## config.mk

```make
export PLATFORM = sky130hd
export DESIGN_NAME = bzpe_lerp
export DESIGN_NICKNAME = d
export VERILOG_FILES = /design/src/sv/bezier_point_evaluator_unit_defines.svh /design/src/sv/bzpe_pkg.sv /design/src/sv/bzpe_lerp.sv
export SDC_FILE = /design/constraint.sdc
export NUM_CORES = 2
export LEC_CHECK = 0
export BUFFER_PORTS_ARGS = -buffer_cell sky130_fd_sc_hd__buf_2
export CORE_UTILIZATION = 62
export CTS_BUF_LIST = sky130_fd_sc_hd__clkbuf_4 sky130_fd_sc_hd__clkbuf_8 sky130_fd_sc_hd__clkbuf_16
export DETAILED_ROUTE_END_ITERATION = 10
export PLACE_DENSITY = 0.81
export SLEW_MARGIN = 30
export SYNTH_ARGS = -nofsm -noshare
export SYNTH_HDL_FRONTEND = slang
export SYNTH_SLANG_ARGS = --single-unit
```

## constraint.sdc

```tcl
create_clock -name clock -period 13.7 [get_ports clock]
set_input_delay 2.055 -clock clock [delete_from_list [all_inputs] [get_ports clock]]
set_output_delay 2.055 -clock clock [all_outputs]
set_load 0.03 [all_outputs]
```

## src/sv/bezier_point_evaluator_unit_defines.svh

```systemverilog
// ----------------------------------------------------------------------------
// Bezier point evaluator assertion macros
// Shared concurrent assertion forms used by the evaluator RTL.
// ----------------------------------------------------------------------------
`ifndef BEZIER_POINT_EVALUATOR_UNIT_DEFINES_SVH
`define BEZIER_POINT_EVALUATOR_UNIT_DEFINES_SVH

// same-cycle implication
`define BZPE_ASSERT_IMPL(lbl, clk, rst, ante, cons) \
   lbl: assert property (@(posedge clk) disable iff (rst) (ante) |-> (cons)) \
      else $error("bzpe assertion failed");

// next-cycle implication
`define BZPE_ASSERT_NEXT(lbl, clk, rst, ante, cons) \
   lbl: assert property (@(posedge clk) disable iff (rst) (ante) |=> (cons)) \
      else $error("bzpe assertion failed");

`endif

```

## src/sv/bzpe_pkg.sv

```systemverilog
// ----------------------------------------------------------------------------
// Bezier point evaluator package
// Widths, word types and pipeline control types for the evaluator.
// ----------------------------------------------------------------------------
package bzpe_pkg;

   localparam int COORD_WIDTH = 32;
   localparam int T_FRAC_BITS = 16;
   localparam int T_WIDTH     = T_FRAC_BITS + 1;
   // (coord+1) x (t+1 signed) product
   localparam int PROD_WIDTH  = COORD_WIDTH + 1 + T_WIDTH + 1;
   localparam int STEP_WIDTH  = PROD_WIDTH - T_FRAC_BITS;
   // three lerp levels, two register stages each
   localparam int NUM_STAGES  = 6;
   localparam int T_STAGES    = 4;
   localparam int ACT_STAGES  = 2;

   localparam logic [T_WIDTH-1:0] T_ONE = T_WIDTH'(1) << T_FRAC_BITS;
   localparam logic signed [PROD_WIDTH-1:0] ROUND_HALF =
      PROD_WIDTH'(1) << (T_FRAC_BITS - 1);

   typedef logic signed [COORD_WIDTH-1:0] coord_type;
   typedef logic [T_WIDTH-1:0]            t_type;

   typedef struct packed {
      coord_type   p0_x;
      coord_type   p0_y;
      coord_type   p1_x;
      coord_type   p1_y;
      coord_type   p2_x;
      coord_type   p2_y;
      coord_type   p3_x;
      coord_type   p3_y;
      logic [2:0]  point_count;
      t_type       param_t;
   } req_word_type;

   typedef struct packed {
      coord_type curve_x;
      coord_type curve_y;
   } rsp_word_type;

   typedef struct packed {
      logic en_mul;
      logic en_add;
      logic active;
   } lerp_ctl_type;

   typedef struct packed {
      logic [NUM_STAGES-1:0] en;
      logic                  out_valid;
      t_type                 t_l2;
      logic                  act_l2;
      t_type                 t_l3;
   } pipe_status_type;

endpackage

```

## src/sv/bzpe_lerp.sv

```systemverilog
// ----------------------------------------------------------------------------
// Bezier point evaluator lerp lane
// a + round_half_up((b - a) * t), two register stages: multiply, then add.
// An inactive lane passes a through unchanged.
// ----------------------------------------------------------------------------
module bzpe_lerp (
   input  logic                  clock,
   input  bzpe_pkg::coord_type    a,
   input  bzpe_pkg::coord_type    b,
   input  bzpe_pkg::t_type        t,
   input  bzpe_pkg::lerp_ctl_type ctl,
   output bzpe_pkg::coord_type    res
);

   typedef logic signed [bzpe_pkg::PROD_WIDTH-1:0] prod_type;

   logic signed [bzpe_pkg::COORD_WIDTH:0]      diff;
   logic signed [bzpe_pkg::PROD_WIDTH-1:0]     prod_in;
   logic signed [bzpe_pkg::PROD_WIDTH-1:0]     prod_ff;
   bzpe_pkg::coord_type                         a_ff;
   logic                                        act_ff;
   logic signed [bzpe_pkg::PROD_WIDTH-1:0]     rnd_sum;
   logic signed [bzpe_pkg::STEP_WIDTH-1:0]     step_val;
   logic signed [bzpe_pkg::STEP_WIDTH-1:0]     total;
   bzpe_pkg::coord_type                         res_in;
   bzpe_pkg::coord_type                         res_ff;

   assign diff    = $signed({b[bzpe_pkg::COORD_WIDTH-1], b})
                  - $signed({a[bzpe_pkg::COORD_WIDTH-1], a});
   assign prod_in = prod_type'(diff) * prod_type'($signed({1'b0, t}));

   always_ff @(posedge clock) begin
      if (ctl.en_mul) begin
         prod_ff <= prod_in;
         a_ff    <= a;
         act_ff  <= ctl.active;
      end
   end

   // upper bits of two's complement give floor of the shift
   assign rnd_sum  = prod_ff + bzpe_pkg::ROUND_HALF;
   assign step_val = rnd_sum[bzpe_pkg::PROD_WIDTH-1:bzpe_pkg::T_FRAC_BITS];
   assign total    = step_val + {{(bzpe_pkg::STEP_WIDTH-bzpe_pkg::COORD_WIDTH)
                                  {a_ff[bzpe_pkg::COORD_WIDTH-1]}}, a_ff};
   // result stays inside the hull of a and b, so truncation is exact
   assign res_in   = act_ff ? total[bzpe_pkg::COORD_WIDTH-1:0] : a_ff;

   always_ff @(posedge clock) begin
      if (ctl.en_add) begin
         res_ff <= res_in;
      end
   end

   assign res = res_ff;

endmodule

```

---- Word level (Yosys, flattened, before mapping) ----
Cells that the tools add are included.
W data, S select, Z words.
cells by class
  add/subtract/negate cells ............... 3
  multiply operators ...................... 1
  multiplexer cells ....................... 1
operators by type and width
  operator                  number
  $add A48 B17 Y48 const B  1
  $mul A33 B18 Y48          1
  $sub A32 B32 Y33          1
  $add A32 B32 Y32          1
  $mux W32                  1
word-level totals
  register bits ........................... 113
  input port bits ......................... 85
  output and inout port bits .............. 32
  logic and storage cells ................. 9

---- Logic depth before layout (Yosys ltp) ----
  depth in word-level cells ............... 3
  gate-level depth with buffers ........... 38
  gate-level depth less buffers ........... 37

---- Worst setup path before layout ----
Ideal clock, no wire load.
  path type ............................... in2reg
  from .................................... input port b[0]
  to ...................................... register prod_ff[46] in the netlist's numbering, data pin
  setup time .............................. 0.258 ns
  arrival time ............................ 10.060 ns
  required time ........................... 13.442 ns
  setup slack ............................. 3.382 ns
  stages on the path ...................... 36
  path buffers ............................ 1
  cells stage by stage .................... inv_1 -> ha_1 -> inv_1 -> fa_1 -> a211o_2 -> a2111oi_4 -> o31ai_4 -> a31oi_1 -> o21bai_2 -> a21o_1 -> a21oi_2 -> o41ai_2 -> xor2_2 -> buf_6 -> and2_4 -> fa_1 -> inv_1 -> fa_1 -> fa_1 -> inv_1 -> fa_1 -> fa_1 -> inv_1 -> fa_1 -> inv_1 -> ha_1 -> a21oi_1 -> o21ai_0 -> a221oi_1 -> o21ai_0 -> o211ai_1 -> a21boi_1 -> a31o_2 -> a221o_1 -> a21oi_1 -> xnor2_1
on the way
  longest elaborated chain between the ends .. 2
RTL lines
  element                line             source
  start, declared        bzpe_lerp.sv:9   input bzpe_pkg::coord_type b,
  $sub A32 B32 Y33       bzpe_lerp.sv:29  - $signed({a[bzpe_pkg::COORD_WIDTH-1], a});
  $mul A33 B18 Y48       bzpe_lerp.sv:30  assign prod_in = prod_type'(diff) * prod_type'($signed({1'b0, t}));
  net prod_in (one bit)  bzpe_lerp.sv:18  logic signed [bzpe_pkg::PROD_WIDTH-1:0] prod_in;
  end signal, assigned   bzpe_lerp.sv:34  prod_ff <= prod_in;
  end, declared          bzpe_lerp.sv:19  logic signed [bzpe_pkg::PROD_WIDTH-1:0] prod_ff;
The timed path passes the listed nets, and every way through them passes these cells.
A chain may end at the register's enable or synchronous reset.

---- Worst setup path after layout ----
Ends and elaborated chain as after synthesis.

==> flow_metrics.py <==
metrics = {
    "outcome": {
        "outcome": "complete, no violations",
    },
    "global_route": {
        "antenna_found_initial": 2,
        "grt_pass1_wl_mm": 108,
        "grt_use_total": 0.332,
        "overflow": 0,
        "grt_max_degree": 67,
        "grt_pass1_vias": 20972,
    },
    "critical_path": {
        "crit_slowest_cell": "fa_1",
        "critPathCaptureType": "flop",
        "critPathBufInv": 7,
        "critical_path.max_fanout": 17,
        "cp-start-kind": "input port",
        "critPathRequiredTime_ns": 13.81,
        "criticalPathCategory": "in -> reg",
        "critPathTopFamily": "compound AO/OA/AOI/OAI gates",
        "cp_common_cell": "fa_1",
        "critPathArrivalTime_ns": 11.52,
        "cp_slowest_stage_delay_ns": 0.54,
    },
    "synthesis": {
        "synthCells": 2740,
        "yosysTopAreaCell": "fa_1",
        "yosys.cell_types.count": 76,
        "synthAdderAreaFrac": 0.490,
        "yosysWarnings": 0,
        "syn_avg_cell_area_um2": 9.32,
        "ys_top_cells_by_count": "662 x inv_1, 516 x fa_1, 311 x nand2_1",
        "synth.area.top_cells": "fa_1 40%, edfxtp_1 12%, inv_1 9.7%",
        "async_flop_share": 0,
        "synth_xor_area_frac": 0.0442,
        "synth_edf_count": 98,
        "synthFlopType": "edfxtp_1",
        "ys_seq_elements": 98,
        "synthSimpleGateAreaFrac": 0.157,
        "yosysSeqAreaShare": 0.115,
        "synth-compound-area-share": 0.0685,
        "synth_top_family_by_area": "adder cells",
        "synthMuxAreaShare": 0.0119,
        "mappedNetlistArea_um2": 25500,
        "synth_top_area_frac": 0.405,
        "synth_nets": 3515,
        "yosysMostFrequentCell": "inv_1",
    },
    "final_layout": {
        "multi_input_area_um2": 20000,
        "nets": 3564,
        "seqCellArea_um2": 2940,
        "diodes": 0,
        "fillers": 2962,
        "areaGrowthSynthToFinish_pct": 5.95,
        "final_layout_size_suffix_gt1_frac": 0.0848,
    },
    "clock_tree": {
        "holdBufCountCts": 0,
        "cts_buffers": 9,
        "clkSinkCount": 98,
        "clk_path_buf_depth": 2,
        "cts_tree": "built",
        "post-cts-setup-buffer-count": 0,
        "cts-root-buf": "clkbuf_16",
        "htree_levels": 3,
        "cts.clk_slew.worst_paths_ns": 0.07,
        "ctsResizeCount": 0,
        "clkLatencyLatePin_ns": 0.36,
    },
    "place": {
        "place_hpwl_mm": 50.8,
        "place.gp.congestion": 0.966,
        "port_buffers": 116,
    },
    "floorplanning": {
        "ios": 117,
        "die_h_um": 205,
        "die-area_um2": 42000,
        "core_um2": 40200,
        "die-width_um": 205,
        "row_count": 73,
        "start_util": 0.635,
    },
    "detailed_routing": {
        "firstDrtPassIters": 5,
        "drtIter0Drc": 1554,
        "drt-total-wl_mm": 66.1,
        "via_per_inst": 5.85,
        "antenna_left": 0,
        "post-route-drc-count": 0,
        "vias": 19424,
        "wl_per_cell_um": 19.9,
    },
    "timing": {
        "max_freq_mhz": 87.6,
        "finalClockSkew_ns": 0.00620,
        "worst_pin_slew_ns": 1.07,
        "finalHoldViolations": 0,
        "drv_slew": 0,
        "period_share": 0.833,
        "setup_viol": 0,
        "rsz0062_at_grt": "no",
        "max_slew_margin": 0.285,
        "period_minus_slack_ns": 11.41,
        "fin_setup_tns_ns": 0,
    },
    "hold_path": {
        "hp-class": "reg -> reg",
    },
    "run": {
        "max_cap_violations": 0,
    },
}
worst reg2reg max path, delay by kind of cell, from the launching register on:
kind	cells	cell delay, ns
simple gates	13	3.10
xor+xnor	2	0.31
fa+ha+maj	1	0.37
compound gates	3	0.57
flops	1	0.38
per-stage QoR:
stage                     hold WS, ns  instance area, µm²   util  std cells  setup WS (ns)
after detailed placement        0.568               26700  0.665       3303           2.00
after global placement          0.573               26600  0.663       3303           2.23
after global routing            0.595               27100  0.673       3319           2.00
final                           0.578               27100  0.673       3319           2.29
after CTS                       0.578               27000  0.672       3319           2.30
after floorplan                 0.547               25500      -       2740           3.38
kinds of logic after synthesis:
family / after synthesis
AOI/OAI and AO/OA: 252
xor gates and xnor gates: 128
adders and majority gates: 690
buffers and inverters: 759
DFF: 98
muxes: 27
and+or+nand+nor: 786
final timing paths:
path	from	slack (ns)	depth (start not counted)	endpoint
hold reg to reg	a_ff[31]	0.58	1	res[31]
setup reg to reg	prod_ff[17]	8.72	19	res[31]
hold / removal	a_ff[31]	0.58	1	res[31]
setup / recovery	b[0]	2.29	35	prod_ff[46]
metal layers:
layer | part of all wire | global-route usage | vias up
met2 | 0.48 | 0.557 | 1165
met3 | 0.11 | 0.0690 | 187
met1 | 0.38 | 0.425 | 9709
met4 | 0.034 | 0.124 | 0
li1 | - | - | 8363
met5 | 0 | 0 | -
flip-flops by register name, summed over array words and instances (netlist names):
| signal | flops |
|---|---|
| act_ff | 1 |
| a_ff | 32 |
| res | 32 |
| prod_ff | 33 |
layout make-up:
class | count | area share
multi-input cells | 1883 | 0.738
flip-flops and latches | 98 | 0.109
inverters | 662 | 0.0919
repair buffers | 135 | 0.0267
well taps | 525 | 0.0243
clock buffers | 11 | 0.00888
clock inverters | 5 | 0.00111
cells in the final DEF, fill, tap and decap left out, drive strengths merged, types with 6 or more instances in the layout:
cell type  synthesis  layout
inv              662     663
fa               516     516
nand2            313     313
and2             268     268
ha               174     174
buf               11     135
edfxtp            98      98
xnor2             89      89
a21oi             75      75
nor2              69      69
o21ai             39      39
xor2              39      39
a21o              37      37
nor2b             27      27
mux2              27      27
nand3             21      21
and3              16      16
o21a              16      16
a31oi             14      14
nand4             12      12
nand2b            11      11
nor3              11      11
clkbuf            86      11
and3b             10      10
o21bai            10      10
nand3b             9       9
a211oi             8       8
o211ai             6       6
o31ai              6       6
Power is not shown: default switching activity piles up to over one toggle a cycle in this logic, so the estimate is an artifact.
