### src/sv/bezier_point_evaluator_unit_defines.svh
// ----------------------------------------------------------------------------
// Bezier point evaluator assertion macros
// Shared concurrent assertion forms used by the evaluator RTL.
// ----------------------------------------------------------------------------
`ifndef BEZIER_POINT_EVALUATOR_UNIT_DEFINES_SVH
`define BEZIER_POINT_EVALUATOR_UNIT_DEFINES_SVH

// same-cycle implication
`define BZPE_ASSERT_IMPL(lbl, clk, rst, ante, cons) \
   lbl: assert property (@(posedge clk) disable iff (rst) (ante) |-> (cons)) \
      else $error("bzpe assertion failed");

// next-cycle implication
`define BZPE_ASSERT_NEXT(lbl, clk, rst, ante, cons) \
   lbl: assert property (@(posedge clk) disable iff (rst) (ante) |=> (cons)) \
      else $error("bzpe assertion failed");

`endif

### src/sv/bzpe_pkg.sv
// ----------------------------------------------------------------------------
// Bezier point evaluator package
// Widths, word types and pipeline control types for the evaluator.
// ----------------------------------------------------------------------------
package bzpe_pkg;

   localparam int COORD_WIDTH = 32;
   localparam int T_FRAC_BITS = 16;
   localparam int T_WIDTH     = T_FRAC_BITS + 1;
   // (coord+1) x (t+1 signed) product
   localparam int PROD_WIDTH  = COORD_WIDTH + 1 + T_WIDTH + 1;
   localparam int STEP_WIDTH  = PROD_WIDTH - T_FRAC_BITS;
   // three lerp levels, two register stages each
   localparam int NUM_STAGES  = 6;
   localparam int T_STAGES    = 4;
   localparam int ACT_STAGES  = 2;

   localparam logic [T_WIDTH-1:0] T_ONE = T_WIDTH'(1) << T_FRAC_BITS;
   localparam logic signed [PROD_WIDTH-1:0] ROUND_HALF =
      PROD_WIDTH'(1) << (T_FRAC_BITS - 1);

   typedef logic signed [COORD_WIDTH-1:0] coord_type;
   typedef logic [T_WIDTH-1:0]            t_type;

   typedef struct packed {
      coord_type   p0_x;
      coord_type   p0_y;
      coord_type   p1_x;
      coord_type   p1_y;
      coord_type   p2_x;
      coord_type   p2_y;
      coord_type   p3_x;
      coord_type   p3_y;
      logic [2:0]  point_count;
      t_type       param_t;
   } req_word_type;

   typedef struct packed {
      coord_type curve_x;
      coord_type curve_y;
   } rsp_word_type;

   typedef struct packed {
      logic en_mul;
      logic en_add;
      logic active;
   } lerp_ctl_type;

   typedef struct packed {
      logic [NUM_STAGES-1:0] en;
      logic                  out_valid;
      t_type                 t_l2;
      logic                  act_l2;
      t_type                 t_l3;
   } pipe_status_type;

endpackage

### src/sv/bzpe_ctrl.sv
// ----------------------------------------------------------------------------
// Bezier point evaluator pipeline control
// Per-stage valid bits, stage enables and the t / level flags that travel
// alongside the data.
// ----------------------------------------------------------------------------
`include "bezier_point_evaluator_unit_defines.svh"

module bzpe_ctrl (
   input  logic                       clock,
   input  logic                       reset,
   input  logic                       req_valid,
   output logic                       req_ready,
   input  logic                       rsp_ready,
   input  bzpe_pkg::t_type            req_t,
   input  logic                       req_act2,
   output bzpe_pkg::pipe_status_type  status
);

   logic [bzpe_pkg::NUM_STAGES-1:0] valid_ff;
   logic [bzpe_pkg::NUM_STAGES-1:0] valid_in;
   logic [bzpe_pkg::NUM_STAGES-1:0] en_w;
   bzpe_pkg::t_type                 t_ff  [bzpe_pkg::T_STAGES];
   logic [bzpe_pkg::ACT_STAGES-1:0] act2_ff;

   // a stage loads when empty or when the stage after it moves
   always_comb begin
      en_w[bzpe_pkg::NUM_STAGES-1] = !valid_ff[bzpe_pkg::NUM_STAGES-1] || rsp_ready;
      for (int k = bzpe_pkg::NUM_STAGES - 2; k >= 0; k--) begin
         en_w[k] = !valid_ff[k] || en_w[k+1];
      end
      valid_in[0] = req_valid;
      for (int k = 1; k < bzpe_pkg::NUM_STAGES; k++) begin
         valid_in[k] = valid_ff[k-1];
      end
   end

   always_ff @(posedge clock) begin
      if (reset) begin
         valid_ff <= '0;
      end else begin
         for (int k = 0; k < bzpe_pkg::NUM_STAGES; k++) begin
            if (en_w[k]) begin
               valid_ff[k] <= valid_in[k];
            end
         end
      end
   end

   always_ff @(posedge clock) begin
      if (en_w[0]) begin
         t_ff[0]    <= req_t;
         act2_ff[0] <= req_act2;
      end
      if (en_w[1]) begin
         act2_ff[1] <= act2_ff[0];
      end
      for (int k = 1; k < bzpe_pkg::T_STAGES; k++) begin
         if (en_w[k]) begin
            t_ff[k] <= t_ff[k-1];
         end
      end
   end

   assign req_ready        = en_w[0];
   assign status.en        = en_w;
   assign status.out_valid = valid_ff[bzpe_pkg::NUM_STAGES-1];
   assign status.t_l2      = t_ff[1];
   assign status.act_l2    = act2_ff[1];
   assign status.t_l3      = t_ff[3];

   `BZPE_ASSERT_NEXT(a_accept_enters, clock, reset, req_valid && req_ready, valid_ff[0])
   `BZPE_ASSERT_NEXT(a_mid_stall_holds, clock, reset, valid_ff[2] && !en_w[3], valid_ff[2])
   `BZPE_ASSERT_IMPL(a_t_clamped, clock, reset, valid_ff[0], t_ff[0] <= bzpe_pkg::T_ONE)
   `BZPE_ASSERT_IMPL(a_ready_when_empty, clock, reset, valid_ff == '0, req_ready)

endmodule

### config.mk
export PLATFORM = sky130hd
export DESIGN_NAME = bzpe_ctrl
export DESIGN_NICKNAME = d
export VERILOG_FILES = /design/src/sv/bzpe_pkg.sv /design/src/sv/bzpe_ctrl.sv
export VERILOG_INCLUDE_DIRS = /design/src /design/src/sv
export SDC_FILE = /design/constraint.sdc
export NUM_CORES = 1
export LEC_CHECK = 0
export CORE_MARGIN = 2
export CORE_UTILIZATION = 50
export CTS_CLUSTER_SIZE = 24
export DETAILED_ROUTE_END_ITERATION = 16
export DONT_BUFFER_PORTS = 1
export GPL_ROUTABILITY_DRIVEN = 0
export MAX_ROUTING_LAYER = met4
export PLACE_DENSITY_LB_ADDON = 0.2
export RECOVER_POWER = 25
export SLEW_MARGIN = 40
export SYNTH_ARGS = -nofsm -noshare
export SYNTH_HDL_FRONTEND = slang
export SYNTH_SLANG_ARGS = --single-unit
### constraint.sdc
create_clock -name clock -period 2.25 [get_ports clock]
set_input_delay 0 -clock clock [delete_from_list [all_inputs] [get_ports clock]]
set_output_delay 0 -clock clock [all_outputs]
set_load 0.01 [all_outputs]
# Word level (Yosys, flattened, before mapping)
# Memory sizes are Yosys's and may differ from the RTL's.
# Index checks and enable logic that the tools add are counted.
# W data, S select, Z words.
[word_totals]
ramBits = 68
mem_bits_ro = 0
ff_bits = 8
mem_count = 1
elab_cells = 29
latch_bits = 0
inputBits = 22
output_inout_bits = 43
[memory_table]
columns = ["memory", "depth", "width", "rd", "rd_clocked_by_memory_dff", "wr", "line_no", "rtl"]
rows = [
  ["t_ff", 4, 17, 4, 0, 4, "bzpe_ctrl.sv:22", "bzpe_pkg::t_type t_ff [bzpe_pkg::T_STAGES];"],
]
[op_classes]
eq_ne = 0
muxes = 8
bitwise_logic = 0
div = 0
magnitude_cmp = 0
add_sub_neg = 0
multipliers = 0
n_shift = 0
reduce_logical = 12
[op_table]
columns = ["op", "count"]
rows = [
  ["$mux W1", 8],
  ["$logic_not A1 Y1", 6],
  ["$logic_or A1 B1 Y1", 6],
]

# Longest topological paths before layout
[depth]
word_depth = 9
ltp_mapped = 4
mapped_depth_nobuf = 3

# Worst setup path before layout
# OpenSTA, ideal clock, no wires.
[synth_path]
path_kind = "register -> register"
startpoint = "register valid_ff[5] in the netlist's numbering"
endpoint = "register act2_ff[1] in the netlist's numbering (enable)"
setup_ns = 0.469
arrival_ns = 1.163
t_required_ns = 1.781
stages_incl_launch_ff = 4
setup_slack_ns = 0.617
path_buffers = 1
synth_period_minus_slack_ns = 1.633
path_cell_list = "dfxtp_1 > and4b_1 > buf_4 > nand3_1"
[synth_lines]
columns = ["item", "line_no", "rtl"]
rows = [
  ["start: declaration", "bzpe_ctrl.sv:19", "logic [bzpe_pkg::NUM_STAGES-1:0] valid_ff;"],
  ["start signal: indexed assignment", "bzpe_ctrl.sv:43", "valid_ff[k] <= valid_in[k];"],
  ["end: declaration", "bzpe_ctrl.sv:23", "logic [bzpe_pkg::ACT_STAGES-1:0] act2_ff;"],
]

# Worst setup path in the final report
[layout_path]
startpoint = "register valid_ff[5] in the netlist's numbering"
endpoint = "register valid_ff[0] in the netlist's numbering"
[layout_between]
elab_chain_cells = 7
[layout_rtl]
columns = ["item", "line_no", "rtl"]
rows = [
  ["$logic_not A1 Y1", "bzpe_ctrl.sv:27", "en_w[bzpe_pkg::NUM_STAGES-1] = !valid_ff[bzpe_pkg::NUM_STAGES-1] || rsp_ready;"],
  ["$logic_or A1 B1 Y1", "bzpe_ctrl.sv:27", ""],
  ["$logic_or A1 B1 Y1 (5 in a row)", "bzpe_ctrl.sv:29", "en_w[k] = !valid_ff[k] || en_w[k+1];"],
  ["net req_ready", "bzpe_ctrl.sv:12", "output logic req_ready,"],
]
# The timed path passes the listed nets, and every way through them passes these cells.
# A chain may end at the register's enable or synchronous reset.

==> run summary <==
Status -> complete, no violations
R2R Path End -> valid_ff[0]$_SDFFE_PP0P_
Number of synthesized flops with an enable pin -> 70
Share of cells above drive strength 1 -> 0.1407
Clk buf depth -> 2
Arrival time worst endpoint -> 2.12 ns
Cts bufs inserted -> 9
CTS tree -> yes
Top-count cell post-synth -> edfxtp_1
Top_reg_cell synth -> edfxtp_1
Crit-path leading delay family -> buffers and inverters
Critical Path Source Type -> register
HPWL after DPL -> 1860 um
Syn_area_per_cell -> 23.75 um^2
CTS resizes -> 0
Largest net degree at the start of global routing -> 20
Pwr Density -> 895.5 nW/um^2
Placed Instances -> 152
Max-Cap Viols -> 0
Area Growth Syn to Fin -> 18.25%
Drt first pass iters -> 4
Sink Count -> 76
Die Width -> 72.57 um
Initial antenna violation count -> 0
Final slew viol count -> 0
Top cells by count, synth -> edfxtp_1 (70), dfxtp_1 (6), a21oi_1 (5), inv_1 (5), buf_4 (4)
Number of cells on the worst hold path -> 3
Origin of the critical flop-to-flop path -> valid_ff[5]$_SDFFE_PP0P_
Antenna-violating nets left -> 0
Clock Skew -> 0.007693 ns
Vias per cell -> 5.091
YS warnings -> 0
Slowest-stage cell, CP -> dlygate4sd3_1
Rel. slew slack -> 0.8246
Critical path peak fanout -> 12
# DRC -> 0
Net count after synthesis -> 121
Fmax achieved -> 542.3 MHz
R2R depth -> 5
Setup TNS Final -> 0 ns
Top Ports -> 65
Non-Filler Instances -> 187
DR vias -> 952
Postcts setup bufs -> 0
Post-layout min period -> 1.844 ns
Worst path required time -> 2.53 ns
Vias in the first global route -> 946
Reg2reg setup slack -> 0.41 ns
Core region area -> 4444 um^2
Die height -> 72.57 um
Worst vdd ir -> 0.5327 mV
Fin util -> 0.6256
Post-synth top area share -> 0.8941
Die area -> 5266 um^2
#FFs+latches synth -> 76
Max incr delay on CP -> 0.55 ns
# diodes -> 0
CP Capture Type -> register
Setup Crit Path Kind -> register to register
RSZ-0062 raised after global routing -> no
# hold bufs at CTS -> 21
Synth async-reset ratio -> 0
WL/cell -> 16.53 um
CTS H-Tree Depth -> 3
Final hold vios -> 0
CP cell instances -> and4b_1 -> nand4_2 -> buf_4 -> a21oi_1 -> dlygate4sd3_1
Row count -> 24
Post-Syn Area -> 2351 um^2
Hold path endpoint -> valid_ff[3]$_SDFFE_PP0P_
Hold Crit Class -> input port to register
Slew @ Worst Pin -> 0.2632 ns
Min-Delay Startpoint -> rsp_ready
Yosys cell types -> 12
Congestion Overflow GR -> 0
Total Wirelength -> 3091 um
Largest area contributor in the netlist -> edfxtp_1
Buf/Inv on CP -> 2
Final setup fails -> 0
Clock Root Buffer -> clkbuf_8
Gate Count Post-Synth -> 99
Initial core utilization -> 0.5290
GR Util All Layers -> 0.1329
Drt first-iter violations -> 59
Tcrit/Tclk final -> 0.8195
Lkg Pwr -> 0.001017 uW
Synth area leaders -> edfxtp_1 (89%), dfxtp_1 (5.1%), buf_4 (1.3%)
Clock transition at the registers of the reported paths -> 0.07 ns
Sequential share of the synthesized area -> 0.9452
Skew-Pair Late Insertion Delay -> 0.33 ns
IO buf count -> 0
Total Nets Final -> 154
First-pass GRT wire length -> 4533 um
[layer usage]
metal,vias to the layer above,part of all wire,GRT usage,wire [um]
met4,0,0.0055,0.07407,17
li1,438,-,-,-
met5,-,0,-,0
met1,461,0.35,0.1146,1082
met2,51,0.56,0.2202,1729
met3,2,0.085,0.07873,262
[stage by stage]
| stage | total power [uW] | hold slack (ns) | area, um^2 | setup slack [ns] |
|---|---|---|---|---|
| after detailed placement | 1690 | 0.07226 | 2424 | 0.8864 |
| after CTS | 2515 | 0.08331 | 2780 | 0.4053 |
| after global placement | 1686 | 0.07078 | 2424 | 0.9223 |
| final | 2490 | 0.09946 | 2780 | 0.4062 |
| after global routing | 2581 | 0.1154 | 2780 | 0.2917 |
| after floorplan | 1680 | 0.06907 | 2351 | 0.6175 |
[kinds of logic (layout without fill, tap and decap cells)]
| kind of cell | count (synthesis) | count (layout) | synth area share |
|---|---|---|---|
| DFF | 76 | 76 | 0.9452 |
| buffers and inverters | 9 | 45 | 0.02076 |
| AOI/OAI and AO/OA | 5 | 5 | 0.01064 |
| and+or+nand+nor | 9 | 9 | 0.02342 |
[power breakdown]
group	total, uW	internal (uW)	switching (uW)
combinational	33.9	26.0	7.88
sequential	1650	1610	43.5
clock	802	378	423
total	2490	2010	475
[placed cells by master (no fill, tap or decap), types with 3 or more instances in the layout]
cell type and count:
dlygate4sd3_1 21, dfxtp_1 6, buf_4 5, inv_1 5
clkinv_2 3, nor2_1 3, a21oi_1 5, clkbuf_8 9
edfxtp_1 70
[tightest hold or removal path: stages]
cell     delay [ns]
and4b_1        0.24
nor2_1         0.11
nor2_1         0.04
[registers in the layout (all words and copies together) (netlist names)]
signal and count:
act2_ff 2, t_ff 68, valid_ff 6
[worst max-delay path by stage]
stage	from	end	cells past startpoint
6_report	valid_ff[5]$_SDFFE_PP0P_	valid_ff[0]$_SDFFE_PP0P_	5
5_1_grt	valid_ff[5]$_SDFFE_PP0P_	valid_ff[0]$_SDFFE_PP0P_	5
4_1_cts	valid_ff[5]$_SDFFE_PP0P_	valid_ff[0]$_SDFFE_PP0P_	5
3_5_place_dp	valid_ff[5]$_SDFFE_PP0P_	t_ff[1][6]$_DFFE_PP_	3
3_3_place_gp	valid_ff[5]$_SDFFE_PP0P_	t_ff[1][0]$_DFFE_PP_	3
2_1_floorplan	valid_ff[5]$_SDFFE_PP0P_	act2_ff[1]$_DFFE_PP_	3
[area by class of cell]
| cell class | count | area (um^2) |
|---|---|---|
| clock buffer | 10 | 127.6 |
| clock inverter | 4 | 18.77 |
| tap | 52 | 65.06 |
| inverter | 5 | 18.77 |
| fill | 310 | 1664 |
| multi-input combinational | 14 | 80.08 |
| timing repair buffer | 26 | 247.7 |
| sequential | 76 | 2222 |
(Power assumes the default switching activity.)
